==> config.mk <==
export PLATFORM = sky130hd
export DESIGN_NAME = priority_ready_queue_flat
export DESIGN_NICKNAME = d
export VERILOG_FILES = /design/src/hw/rtl/prq_pkg.sv /design/src/hw/rtl/prq_if.sv /design/src/hw/rtl/prq_ram.sv /design/src/hw/rtl/prq_ctrl.sv /design/src/hw/rtl/priority_ready_queue.sv /design/src/flat_wrapper.sv
export SDC_FILE = /design/constraint.sdc
export NUM_CORES = 1
export LEC_CHECK = 0
export BUFFER_PORTS_ARGS = -buffer_cell sky130_fd_sc_hd__buf_2
export CAP_MARGIN = 20
export CORE_MARGIN = 1
export CORE_UTILIZATION = 50
export CTS_CLUSTER_DIAMETER = 60
export DETAILED_ROUTE_END_ITERATION = 8
export GPL_TIMING_DRIVEN = 0
export PLACE_DENSITY = 0.69
export REMOVE_ABC_BUFFERS = 1
export SLEW_MARGIN = 20
export SYNTH_ARGS = -nofsm -noshare
export SYNTH_HDL_FRONTEND = slang
export SYNTH_SLANG_ARGS = --single-unit
export TNS_END_PERCENT = 1
==> constraint.sdc <==
create_clock -name i_clk -period 4.2 [get_ports i_clk]
set_clock_uncertainty 0.15 [all_clocks]
set_input_delay 0.84 -clock i_clk [delete_from_list [all_inputs] [get_ports i_clk]]
set_output_delay 0.84 -clock i_clk [all_outputs]
set_load 0.01 [all_outputs]
==> src/hw/rtl/prq_pkg.sv <==
package prq_pkg;

    // Request kinds as carried on the request channel.
    typedef enum logic [1:0] {
        KIND_PUSH   = 2'd0,
        KIND_POP    = 2'd1,
        KIND_PEEK   = 2'd2,
        KIND_DELETE = 2'd3
    } t_kind;

    // Result status codes.
    typedef enum logic [1:0] {
        ST_OK        = 2'd0,
        ST_EMPTY     = 2'd1,
        ST_FULL      = 2'd2,
        ST_NOT_FOUND = 2'd3
    } t_status;

    localparam int KIND_BITS   = 2;
    localparam int STATUS_BITS = 2;
    localparam int OCC_BITS    = 5;

endpackage

==> src/hw/rtl/prq_if.sv <==
// Request channel: one push, pop, peek or delete per transfer.
interface prq_req_if #(
    parameter int ID_BITS   = 16,
    parameter int PRIO_BITS = 8
);
    import prq_pkg::*;

    logic                 valid;
    logic                 ready;
    logic [KIND_BITS-1:0] kind;
    logic [ID_BITS-1:0]   proc_id;
    logic [PRIO_BITS-1:0] prio;

    modport source (output valid, output kind, output proc_id, output prio, input ready);
    modport sink   (input valid, input kind, input proc_id, input prio, output ready);
endinterface

// Result channel: one result per request.
interface prq_rsp_if #(
    parameter int ID_BITS   = 16,
    parameter int PRIO_BITS = 8
);
    import prq_pkg::*;

    logic                   valid;
    logic                   ready;
    logic [STATUS_BITS-1:0] status;
    logic [ID_BITS-1:0]     out_id;
    logic [PRIO_BITS-1:0]   out_prio;
    logic [OCC_BITS-1:0]    occupancy;

    modport source (output valid, output status, output out_id, output out_prio,
                    output occupancy, input ready);
    modport sink   (input valid, input status, input out_id, input out_prio,
                    input occupancy, output ready);
endinterface

==> src/hw/rtl/prq_ram.sv <==
// Simple dual-port RAM, one write and one registered read per cycle.
module prq_ram #(
    parameter int DEPTH = 16,
    parameter int WIDTH = 24
) (
    input  logic                     i_clk,
    input  logic                     i_we,
    input  logic [$clog2(DEPTH)-1:0] i_waddr,
    input  logic [WIDTH-1:0]         i_wdata,
    input  logic [$clog2(DEPTH)-1:0] i_raddr,
    output logic [WIDTH-1:0]         o_rdata
);
    logic [WIDTH-1:0] r_mem [DEPTH];
    logic [WIDTH-1:0] r_rdata;

    always_ff @(posedge i_clk) begin
        if (i_we) begin
            r_mem[i_waddr] <= i_wdata;
        end
        r_rdata <= r_mem[i_raddr];
    end

    assign o_rdata = r_rdata;
endmodule

==> src/hw/rtl/prq_ctrl.sv <==
// Request sequencer: walks the sorted RAM one entry per cycle.
module prq_ctrl #(
    parameter int DEPTH     = 16,
    parameter int PRIO_BITS = 8,
    parameter int ID_BITS   = 16
) (
    input  logic                           i_clk,
    input  logic                           i_rst_n,
    prq_req_if.sink                        i_req,
    prq_rsp_if.source                      o_rsp,
    output logic                           o_we,
    output logic [$clog2(DEPTH)-1:0]       o_waddr,
    output logic [ID_BITS+PRIO_BITS-1:0]   o_wdata,
    output logic [$clog2(DEPTH)-1:0]       o_raddr,
    input  logic [ID_BITS+PRIO_BITS-1:0]   i_rdata
);
    import prq_pkg::*;

    localparam int AW = $clog2(DEPTH);
    localparam int CW = $clog2(DEPTH + 1);
    localparam logic [CW-1:0] FULL_C = CW'(DEPTH);
    localparam logic [CW-1:0] ONE_C  = CW'(1);
    localparam logic [CW-1:0] TWO_C  = CW'(2);

    typedef enum logic [2:0] {
        S_IDLE,
        S_PUSH_SCAN,
        S_PUSH_HEAD,
        S_HEAD,
        S_SHIFT,
        S_DEL_SCAN,
        S_FIN
    } t_state;

    t_state               r_state, n_state;
    t_kind                r_kind, n_kind;
    logic [ID_BITS-1:0]   r_id, n_id;
    logic [PRIO_BITS-1:0] r_prio, n_prio;
    logic [CW-1:0]        r_k, n_k;
    logic [CW-1:0]        r_count, n_count;
    t_status              r_status, n_status;
    logic [ID_BITS-1:0]   r_oid, n_oid;
    logic [PRIO_BITS-1:0] r_oprio, n_oprio;

    logic                 r_out_valid, n_out_valid;
    t_status              r_out_status, n_out_status;
    logic [ID_BITS-1:0]   r_out_id, n_out_id;
    logic [PRIO_BITS-1:0] r_out_prio, n_out_prio;
    logic [OCC_BITS-1:0]  r_out_occ, n_out_occ;

    logic [ID_BITS-1:0]   w_rd_id;
    logic [PRIO_BITS-1:0] w_rd_prio;
    logic [CW-1:0]        w_km1, w_km2, w_kp1, w_cm1;

    assign w_rd_id   = i_rdata[ID_BITS+PRIO_BITS-1:PRIO_BITS];
    assign w_rd_prio = i_rdata[PRIO_BITS-1:0];
    assign w_km1     = r_k - ONE_C;
    assign w_km2     = r_k - TWO_C;
    assign w_kp1     = r_k + ONE_C;
    assign w_cm1     = r_count - ONE_C;

    assign i_req.ready     = (r_state == S_IDLE);
    assign o_rsp.valid     = r_out_valid;
    assign o_rsp.status    = r_out_status;
    assign o_rsp.out_id    = r_out_id;
    assign o_rsp.out_prio  = r_out_prio;
    assign o_rsp.occupancy = r_out_occ;

    always_comb begin
        n_state      = r_state;
        n_kind       = r_kind;
        n_id         = r_id;
        n_prio       = r_prio;
        n_k          = r_k;
        n_count      = r_count;
        n_status     = r_status;
        n_oid        = r_oid;
        n_oprio      = r_oprio;
        n_out_valid  = r_out_valid && !o_rsp.ready;
        n_out_status = r_out_status;
        n_out_id     = r_out_id;
        n_out_prio   = r_out_prio;
        n_out_occ    = r_out_occ;
        o_we         = 1'b0;
        o_waddr      = '0;
        o_wdata      = {r_id, r_prio};
        o_raddr      = '0;

        case (r_state)
            S_IDLE: begin
                if (i_req.valid) begin
                    n_kind   = t_kind'(i_req.kind);
                    n_id     = i_req.proc_id;
                    n_prio   = i_req.prio;
                    n_status = ST_OK;
                    n_oid    = '0;
                    n_oprio  = '0;
                    n_k      = r_count;
                    case (t_kind'(i_req.kind))
                        KIND_PUSH: begin
                            if (r_count == FULL_C) begin
                                n_status = ST_FULL;
                                n_state  = S_FIN;
                            end else if (r_count == '0) begin
                                o_we    = 1'b1;
                                o_wdata = {i_req.proc_id, i_req.prio};
                                n_count = ONE_C;
                                n_state = S_FIN;
                            end else begin
                                o_raddr = w_cm1[AW-1:0];
                                n_state = S_PUSH_SCAN;
                            end
                        end
                        KIND_POP, KIND_PEEK: begin
                            if (r_count == '0) begin
                                n_status = ST_EMPTY;
                                n_state  = S_FIN;
                            end else begin
                                n_state = S_HEAD;
                            end
                        end
                        default: begin
                            if (r_count == '0) begin
                                n_status = ST_NOT_FOUND;
                                n_state  = S_FIN;
                            end else begin
                                o_raddr = w_cm1[AW-1:0];
                                n_state = S_DEL_SCAN;
                            end
                        end
                    endcase
                end
            end

            // rdata holds entry k-1; move it up or drop the new entry at k
            S_PUSH_SCAN: begin
                o_we    = 1'b1;
                o_waddr = r_k[AW-1:0];
                if (w_rd_prio <= r_prio) begin
                    n_count = r_count + ONE_C;
                    n_state = S_FIN;
                end else begin
                    o_wdata = i_rdata;
                    if (r_k == ONE_C) begin
                        n_state = S_PUSH_HEAD;
                    end else begin
                        o_raddr = w_km2[AW-1:0];
                        n_k     = w_km1;
                    end
                end
            end

            S_PUSH_HEAD: begin
                o_we    = 1'b1;
                n_count = r_count + ONE_C;
                n_state = S_FIN;
            end

            // rdata holds entry 0
            S_HEAD: begin
                n_oid   = w_rd_id;
                n_oprio = w_rd_prio;
                if (r_kind == KIND_PEEK) begin
                    n_state = S_FIN;
                end else if (r_count == ONE_C) begin
                    n_count = '0;
                    n_state = S_FIN;
                end else begin
                    o_raddr = ONE_C[AW-1:0];
                    n_k     = ONE_C;
                    n_state = S_SHIFT;
                end
            end

            // rdata holds entry k; move it down to k-1
            S_SHIFT: begin
                o_we    = 1'b1;
                o_waddr = w_km1[AW-1:0];
                o_wdata = i_rdata;
                if (w_kp1 == r_count) begin
                    n_count = w_cm1;
                    n_state = S_FIN;
                end else begin
                    o_raddr = w_kp1[AW-1:0];
                    n_k     = w_kp1;
                end
            end

            // rdata holds entry k-1; search runs from the tail
            S_DEL_SCAN: begin
                if (w_rd_id == r_id) begin
                    if (r_k == r_count) begin
                        n_count = w_cm1;
                        n_state = S_FIN;
                    end else begin
                        o_raddr = r_k[AW-1:0];
                        n_state = S_SHIFT;
                    end
                end else if (r_k == ONE_C) begin
                    n_status = ST_NOT_FOUND;
                    n_state  = S_FIN;
                end else begin
                    o_raddr = w_km2[AW-1:0];
                    n_k     = w_km1;
                end
            end

            S_FIN: begin
                if (!r_out_valid || o_rsp.ready) begin
                    n_out_valid  = 1'b1;
                    n_out_status = r_status;
                    n_out_id     = r_oid;
                    n_out_prio   = r_oprio;
                    n_out_occ    = OCC_BITS'(r_count);
                    n_state      = S_IDLE;
                end
            end

            default: begin
                n_state = S_IDLE;
            end
        endcase
    end

    always_ff @(posedge i_clk) begin
        if (!i_rst_n) begin
            r_state     <= S_IDLE;
            r_count     <= '0;
            r_out_valid <= 1'b0;
        end else begin
            r_state     <= n_state;
            r_count     <= n_count;
            r_out_valid <= n_out_valid;
        end
        r_kind       <= n_kind;
        r_id         <= n_id;
        r_prio       <= n_prio;
        r_k          <= n_k;
        r_status     <= n_status;
        r_oid        <= n_oid;
        r_oprio      <= n_oprio;
        r_out_status <= n_out_status;
        r_out_id     <= n_out_id;
        r_out_prio   <= n_out_prio;
        r_out_occ    <= n_out_occ;
    end
endmodule

==> src/hw/rtl/priority_ready_queue.sv <==
// Sorted ready queue of (process id, priority) entries, smaller priority first.
// Request channel i_req: kind (push, pop, peek, delete by id), proc_id, prio.
// Result channel o_rsp: status, out_id, out_prio, occupancy; one per request.
// Both channels use valid/ready; a transfer happens when both are high.
// Entries live in one RAM (registered read), kept in order from head to
// tail; equal priorities stay first in, first out.
// A peek reads the head; a pop reads it and then closes the gap; a push scans
// from the tail, moving larger entries up; a delete scans from the tail for
// the id, then closes the gap; refused or empty requests go straight to the result.
// One request is in work at a time; the RAM port visits one entry per cycle
// while a push moves entries toward the tail or a pop/delete closes the gap.
// The result sits in an output register; a new request is taken while it
// waits, and if o_rsp stalls the sequencer holds its next result until the
// register frees up.
// Reset empties the queue and drops any pending result; RAM contents are
// left as they are and only entries below the count are ever read.
module priority_ready_queue #(
    parameter int DEPTH     = 16,
    parameter int PRIO_BITS = 8,
    parameter int ID_BITS   = 16
) (
    input  logic      i_clk,
    input  logic      i_rst_n,
    prq_req_if.sink   i_req,
    prq_rsp_if.source o_rsp
);
    import prq_pkg::*;

    localparam int AW = $clog2(DEPTH);
    localparam int W  = ID_BITS + PRIO_BITS;

    // RAM port between sequencer and storage
    logic          w_we;
    logic [AW-1:0] w_waddr;
    logic [W-1:0]  w_wdata;
    logic [AW-1:0] w_raddr;
    logic [W-1:0]  w_rdata;

    prq_ctrl #(
        .DEPTH     (DEPTH),
        .PRIO_BITS (PRIO_BITS),
        .ID_BITS   (ID_BITS)
    ) u_ctrl (
        .i_clk   (i_clk),
        .i_rst_n (i_rst_n),
        .i_req   (i_req),
        .o_rsp   (o_rsp),
        .o_we    (w_we),
        .o_waddr (w_waddr),
        .o_wdata (w_wdata),
        .o_raddr (w_raddr),
        .i_rdata (w_rdata)
    );

    prq_ram #(
        .DEPTH (DEPTH),
        .WIDTH (W)
    ) u_ram (
        .i_clk   (i_clk),
        .i_we    (w_we),
        .i_waddr (w_waddr),
        .i_wdata (w_wdata),
        .i_raddr (w_raddr),
        .o_rdata (w_rdata)
    );

    // Only pop/peek with ok status may carry an entry.
    a_zero_payload: assert property (@(posedge i_clk) disable iff (!i_rst_n)
        (o_rsp.valid && o_rsp.status != ST_OK) |-> (o_rsp.out_id == '0 && o_rsp.out_prio == '0))
        else $error("non-ok result carries entry data");

    // Full is reported only with a full queue.
    a_full_count: assert property (@(posedge i_clk) disable iff (!i_rst_n)
        (o_rsp.valid && o_rsp.status == ST_FULL) |-> (o_rsp.occupancy == OCC_BITS'(DEPTH)))
        else $error("full status with queue not full");

    // Empty is reported only with an empty queue.
    a_empty_count: assert property (@(posedge i_clk) disable iff (!i_rst_n)
        (o_rsp.valid && o_rsp.status == ST_EMPTY) |-> (o_rsp.occupancy == '0))
        else $error("empty status with entries held");

    // Writes stay inside the RAM.
    a_waddr_range: assert property (@(posedge i_clk) disable iff (!i_rst_n)
        w_we |-> (32'(w_waddr) < DEPTH))
        else $error("RAM write beyond depth");
endmodule

==> src/flat_wrapper.sv <==
// flat-port wrapper written by rule: the top's interface ports become plain ports
module priority_ready_queue_flat import prq_pkg::*;
#(
    parameter int DEPTH     = 16,
    parameter int PRIO_BITS = 8,
    parameter int ID_BITS   = 16
)
  (i_clk, i_rst_n, i_req_valid, i_req_kind, i_req_proc_id, i_req_prio, i_req_ready, o_rsp_valid, o_rsp_status, o_rsp_out_id, o_rsp_out_prio, o_rsp_occupancy, o_rsp_ready);
  prq_req_if #(.ID_BITS(ID_BITS), .PRIO_BITS(PRIO_BITS)) i_req_i ();
  prq_rsp_if #(.ID_BITS(ID_BITS), .PRIO_BITS(PRIO_BITS)) o_rsp_i ();
  input  logic i_clk;
  input  logic i_rst_n;
  input wire logic [$bits(i_req_i.valid)-1:0] i_req_valid;
  input wire logic [$bits(i_req_i.kind)-1:0] i_req_kind;
  input wire logic [$bits(i_req_i.proc_id)-1:0] i_req_proc_id;
  input wire logic [$bits(i_req_i.prio)-1:0] i_req_prio;
  output wire logic [$bits(i_req_i.ready)-1:0] i_req_ready;
  output wire logic [$bits(o_rsp_i.valid)-1:0] o_rsp_valid;
  output wire logic [$bits(o_rsp_i.status)-1:0] o_rsp_status;
  output wire logic [$bits(o_rsp_i.out_id)-1:0] o_rsp_out_id;
  output wire logic [$bits(o_rsp_i.out_prio)-1:0] o_rsp_out_prio;
  output wire logic [$bits(o_rsp_i.occupancy)-1:0] o_rsp_occupancy;
  input wire logic [$bits(o_rsp_i.ready)-1:0] o_rsp_ready;
  assign i_req_i.valid = i_req_valid;
  assign i_req_i.kind = i_req_kind;
  assign i_req_i.proc_id = i_req_proc_id;
  assign i_req_i.prio = i_req_prio;
  assign i_req_ready = i_req_i.ready;
  assign o_rsp_valid = o_rsp_i.valid;
  assign o_rsp_status = o_rsp_i.status;
  assign o_rsp_out_id = o_rsp_i.out_id;
  assign o_rsp_out_prio = o_rsp_i.out_prio;
  assign o_rsp_occupancy = o_rsp_i.occupancy;
  assign o_rsp_i.ready = o_rsp_ready;
  priority_ready_queue #(.DEPTH(DEPTH), .PRIO_BITS(PRIO_BITS), .ID_BITS(ID_BITS)) u_core (.i_clk(i_clk), .i_rst_n(i_rst_n), .i_req(i_req_i), .o_rsp(o_rsp_i));
endmodule
## After elaboration in Yosys (flattened, before gate mapping)

Memories as Yosys holds them, arrays and structs flattened. A register that Yosys moved wholly into a read port is not among the register bits.
Index checks and enable logic that the tools add are counted.

- Add/sub/neg operators: 5
- $mul: 0
- Divide/modulo/power cells: 0
- Order comparisons: 1
- Eq/ne operators: 33
- Shifts and indexed selects: 0
- Muxes and demuxes: 75
- Bitwise gates (word level): 0
- Reduce and logical (&&, ||, !) cells: 20

Operator list:

| cell | number |
|---|---|
| 2-to-1 mux 24 bit | 5 |
| 2-to-1 mux 5 bit | 17 |
| case mux 24 bit (3 select lines) | 1 |
| 2-to-1 mux 4 bit | 8 |
| case mux 16 bit (2 select lines) | 1 |
| 2-to-1 mux 3 bit | 10 |
| case mux 5 bit (6 select lines) | 1 |
| != test 2 bit, second input constant | 14 |
| case mux 5 bit (5 select lines) | 1 |
| case mux 3 bit (7 select lines) | 1 |
| case mux 4 bit (5 select lines) | 1 |
| 2-to-1 mux 2 bit | 9 |
| == test 16 bit | 1 |
| 2-to-1 mux 16 bit | 1 |
| case mux 4 bit (2 select lines) | 2 |
| case mux 8 bit (2 select lines) | 1 |
| 2-to-1 mux 1 bit | 11 |
| AND reduction 11 bit | 1 |
| adder 5 x 1 -> 5 bit, second input constant | 2 |
| == test 5 x 1 -> 1 bit, second input constant | 2 |
| == test 5 bit | 2 |
| subtractor 5 x 1 -> 5 bit, second input constant | 2 |
| == test 3 bit, second input constant | 3 |
| <= comparator 8 bit | 1 |
| 27 further kinds | 36 |

- Register bits: 97
- Latch bits: 0
- RAM bits: 384
- Bits in read-only memories: 0
- Input bits: 30
- Word-level logic and storage cells: 149
- Memories kept: 1

Memories:

| memory | depth | bits a word | rd ports | clocked after memory_dff | wr ports | RTL line | source |
|---|---|---|---|---|---|---|---|
| u_core.u_ram.r_mem | 16 | 24 | 1 | 1 | 1 | prq_ram.sv:13 | `logic [WIDTH-1:0] r_mem [DEPTH];` |

## Logic depth before layout (Yosys ltp)

- Depth in word-level cells: 8
- Gate-level depth with buffers: 16

## Modules after synthesis

Synthesis repeated with hierarchy kept, for this count alone.

- Cells, all modules: 1124
- Area, all modules: 20434.6 µm²

By module, submodules not included:

| module | instances | cells an instance | area each (µm²) | sequential area each (µm²) |
|---|---|---|---|---|
| prq_ram | 1 | 636 | 14930.6 | 12011.5 |
| prq_ctrl | 1 | 488 | 5504.0 | 2822.7 |

## Least setup slack after synthesis

No wires, ideal clock.

- Path type: register -> register
- From: reg u_core.u_ctrl.r_state[2]
- To: reg u_core.u_ctrl.r_out_occ[0] (netlist: u_core.u_ctrl.o_rsp.occupancy[0]) (enable)
- Data arrival time: 3.351 ns
- Data required time: 3.586 ns
- Setup slack: 0.235 ns
- Cell stages (with the launch flop): 5
- Buffers on the path: 2
- Clock period less this slack: 3.965 ns
- Cell sequence: dfxtp_1 -> clkbuf_1 -> buf_1 -> nand2_1 -> nor3b_1

- Word-level cells in the longest chain between the ends: 2

RTL lines:

| what | RTL line | source |
|---|---|---|
| from (decl) | prq_ctrl.sv:35 | `t_state r_state, n_state;` |
| from (signal assigned) | prq_ctrl.sv:231 | `r_state <= n_state;` |
| == test 3 bit | prq_ctrl.sv:89 | `case (r_state)` |
| AND reduction 2 bit (no source line) | -- |  |
| to (signal assigned) | prq_ctrl.sv:245 | `r_out_occ <= n_out_occ;` |
| to (decl) | prq_ctrl.sv:49 | `logic [OCC_BITS-1:0] r_out_occ, n_out_occ;` |

Every way passes these cells.
A chain may end at the register's enable or synchronous reset.

## Final worst setup path

- From: reg u_core.u_ctrl.r_id[10]
- To: reg u_core.u_ram.r_rdata[10] (netlist: u_core.u_ram.o_rdata[10]), read port of u_core.u_ram.r_mem

- Word-level cells in the longest chain between the ends: 3

RTL lines:

| what | RTL line | source |
|---|---|---|
| from (decl) | prq_ctrl.sv:37 | `logic [ID_BITS-1:0] r_id, n_id;` |
| from (signal assigned) | prq_ctrl.sv:236 | `r_id <= n_id;` |
| == test 16 bit | prq_ctrl.sv:191 | `if (w_rd_id == r_id) begin` |
| 2-to-1 mux 4 bit | prq_ctrl.sv:191 |  |
| case mux 4 bit (5 select lines) | prq_ctrl.sv:89 |  |
| to (decl) | prq_ram.sv:14 | `logic [WIDTH-1:0] r_rdata;` |

Every way passes these cells.

==> results by group <==
Run
  – Max_cap viols: 0

Clock tree
  – H-tree depth: 2
  – Clock transition at the registers of the reported paths: 0.06 ns
  – TritonCTS buffer count: 51
  – Root Buffer: clkbuf_16
  – CTS tree: built
  – Clk buf depth: 3
  – Clock Sinks: 505
  – Skew-Pair Late Insertion Delay: 0.62 ns
  – CTS Hold Bufs: 0

Global route
  – Number of global-route vias before repair: 13300
  – Residual overflow from global routing: 0
  – Largest net degree at the start of global routing: 45
  – Initial antenna violation count: 2
  – GRT Util Overall: 0.269
  – First-pass GRT wire length: 85.4 mm

Route
  – DR pass1 iterations: 7
  – DR vias/cell: 6.55
  – Detailed-route DRC error count: 0
  – Final WL: 59.1 mm
  – Drt wl/cell: 28.1 µm
  – ANT nets after route: 0
  – Iter 0 DRT Violations: 2017
  – Via count: 13800

Floorplan
  – FP Rows: 74
  – Die width: 207 µm
  – I/O pin total: 63
  – Die area: 43000 µm²
  – Initial core utilization: 0.512
  – Core area: 41200 µm²
  – Die Y-Extent: 207 µm

Critical path
  – Crit Path Category: flop to flop
  – R2R depth: 13
  – Critical path's slowest cell: nor4_1
  – Flop2flop setup slack: 0.08 ns
  – Crit path DAT: 4.46 ns
  – CP max stage delay: 0.58 ns
  – Worst r2r dst: u_core.u_ram.o_rdata[10]
  – CP max FO: 23
  – CP startpoint kind: flop
  – Worst path required time: 4.55 ns
  – Most common cell on crit path: buf_16
  – Reg2Reg Launch Point: u_core.u_ctrl.r_id[10]
  – CP endpoint kind: flop
  – Worst-path cell chain: xor2_1, nor4_1, nand4_1, buf_4, nor2_4, nand4bb_4, nand2_8, buf_16, buf_16, bufbuf_16, a221oi_1, a311oi_1, or4_1

STA
  – Pins Over Slew Limit: 0
  – Final setup viols: 0
  – Part of the cycle the worst path needs: 0.980
  – RSZ-0062 raised after global routing: no
  – Hold Vio Cnt, Final: 0
  – Fmax: 243 MHz
  – Final min period: 4.12 ns
  – Final worst slack: 0.0824 ns
  – Worst slew margin: 0.273
  – Slew at the pin closest to its max-slew limit: 1.07 ns

Placed design
  – Post-DP Area: 22600 µm²
  – Dpl ws: -1.76 ns
  – # port buffers: 62
  – Final weighted congestion in routability-driven placement: 0.875
  – DPL Wire Length: 32.4 mm

Pwr
  – Power Density: 877 nW/µm²
  – Tot Pwr: 21.7 mW
  – Leak: 8.69 nW
  – Max IR drop VDD: 550 µV

Layout
  – # nets final: 1580
  – P&R area growth vs syn: 17.6%
  – Layout cells sized above 1: 0.190
  – Design Area, Final: 24800 µm²
  – Final Core Density: 0.602

Yosys
  – Synth Area per Inst: 14.6 µm²
  – Syn Inst Count: 1448
  – FFs w/ async S/R, synth: 0
  – EDFF count, synth: 472
  – Yosys cell types: 81
  – Synth Cell Area: 21100 µm²
  – Sequential area share after synthesis: 0.704
  – YS warnings: 0
  – Flop and latch count out of synthesis: 505
  – Post-synth top flop: edfxtp_1

Min path
  – Hold Path Depth: 1
  – Path category of the worst min-delay check: input port to flop
  – Hold path endpoint: u_core.u_ctrl.r_id[0]
  – Min-delay src: i_req_proc_id[0]

Run status
  – Outcome: finished clean
metal layers:
| metal | GRT usage | part of all wire | vias to the layer above | routed length, µm |
|---|---|---|---|---|
| met3 | 0.0528 | 0.10 | 152 | 5900 |
| li1 | - | - | 5911 | - |
| met4 | 0.0996 | 0.035 | 0 | 2060 |
| met5 | 0 | 0 | - | 0 |
| met1 | 0.361 | 0.39 | 6873 | 23100 |
| met2 | 0.435 | 0.47 | 846 | 28000 |
registers in the layout (all words and copies together), names as in the netlist:
signal and flops:
u_core.u_ctrl.r_state 3, u_core.u_ctrl.o_rsp.out_id 16, u_core.u_ram.r_mem 384, u_core.u_ctrl.r_prio 8, u_core.u_ctrl.r_k 5, u_core.u_ram.o_rdata 24, u_core.u_ctrl.r_oid 16, u_core.u_ctrl.r_id 16
u_core.u_ctrl.r_kind 2, u_core.u_ctrl.o_rsp.status 2, u_core.u_ctrl.o_rsp.out_prio 8, u_core.u_ctrl.r_count 5, u_core.u_ctrl.o_rsp.occupancy 5, u_core.u_ctrl.r_oprio 8, u_core.u_ctrl.r_status 2, u_core.u_ctrl.o_rsp.valid 1
worst max path at each step:
stage	from	endpoint	slack [ns]
after global routing	u_core.u_ctrl.r_k[0]	u_core.u_ram.o_rdata[16]	0.003
final	u_core.u_ctrl.r_id[10]	u_core.u_ram.o_rdata[10]	0.08
after CTS	u_core.u_ctrl.r_k[1]	u_core.u_ram.o_rdata[20]	0.009
after detailed placement	u_core.u_ctrl.r_state[2]	u_core.u_ram.o_rdata[20]	-1.76
after floorplan	u_core.u_ctrl.r_k[0]	u_core.u_ram.o_rdata[0]	-3.61
after global placement	u_core.u_ctrl.r_state[1]	u_core.u_ram.o_rdata[10]	-9.06
per-stage QoR:
| step | cells | TNS, ns | hold WS [ns] |
|---|---|---|---|
| 2_1_floorplan | 1342 | -86.60 | 0.250 |
| 3_3_place_gp | 1936 | -1045.27 | 0.253 |
| 3_5_place_dp | 1975 | -34.02 | 0.255 |
| 4_1_cts | 2093 | 0 | 0.253 |
| 5_1_grt | 2104 | 0 | 0.262 |
| 6_report | 2104 | 0 | 0.266 |
final cells by class:
type | instances | area, µm²
antenna | 1 | 2.50
clock buffer | 73 | 1410
clock inverter | 21 | 244
fill | 2996 | 16400
inverter | 44 | 183
multi-input combinational | 807 | 6040
sequential | 505 | 14800
tap | 532 | 666
timing repair buffer | 121 | 1390
cell families after synthesis:
group	after synthesis	share of synthesized area
AOI/OAI and AO/OA	314	0.123
and+or+nand+nor	375	0.0899
buffers and inverters	150	0.0325
xor gates and xnor gates	31	0.0136
muxes	53	0.0252
adders and majority gates	20	0.0119
DFF	505	0.704
where the power goes:
group | switching, mW | internal [mW] | total, mW
combinational | 6.06 | 3.25 | 9.31
sequential | 0.526 | 7.39 | 7.91
clock | 1.92 | 2.59 | 4.51
placed cells by master, fill, tap and decap left out, drive strengths merged, types with 6 or more instances in the layout:
cell and instances:
a21oi 66, a221oi 98, a222oi 25, a311oi 50, a31oi 8, and2 38
and3 50, buf 118, clkbuf 73, clkinv 16, dfxtp 33, edfxtp 472
ha 20, inv 43, mux2i 52, nand2 169, nand2b 10, nand3 8
nor2 51, nor2b 6, o21ai 21, or4 24, xnor2 11, xor2 19
worst max-delay path, delay by kind of cell, from the launching register on:
family                 cells  cell delay (ns)
AO/OA/AOI/OAI              2             0.38
XOR/XNOR                   1             0.20
buffers and inverters      4             0.93
flip-flops                 1             0.41
AND/OR/NAND/NOR            6             1.91
Yosys cell counts (5+ instances only):
library cell	instances	area (µm²)
edfxtp_1	472	14200
nand2_1	167	627
a221oi_1	78	683
a21oi_1	66	330
clkbuf_1	57	214
mux2i_1	52	521
and3_1	50	313
nor2_1	50	188
a311oi_1	49	429
inv_1	42	158
dfxtp_1	33	661
buf_2	30	150
and2_1	28	175
a222oi_1	25	250
or4_1	24	180
a221oi_2	20	300
ha_1	20	250
o21ai_0	19	95.1
xor2_1	19	166
xnor2_1	11	96.3
nand2b_1	10	62.6
a31oi_1	8	50.1
buf_1	8	30.0
nor2b_1	6	37.5
nand3_1	5	25.0
nand4_1	5	31.3
repair_timing:
action / in CTS / in global routing
resized for setup: 30 / 12
pin swaps: 8 / 8
hold endpoints to repair: 0 / 0
gates cloned: 12 / 5
endpoints found under the setup margin: 24 / 280
buffers inserted: 12 / 5
No activity file was read; power rests on OpenSTA's default activity.
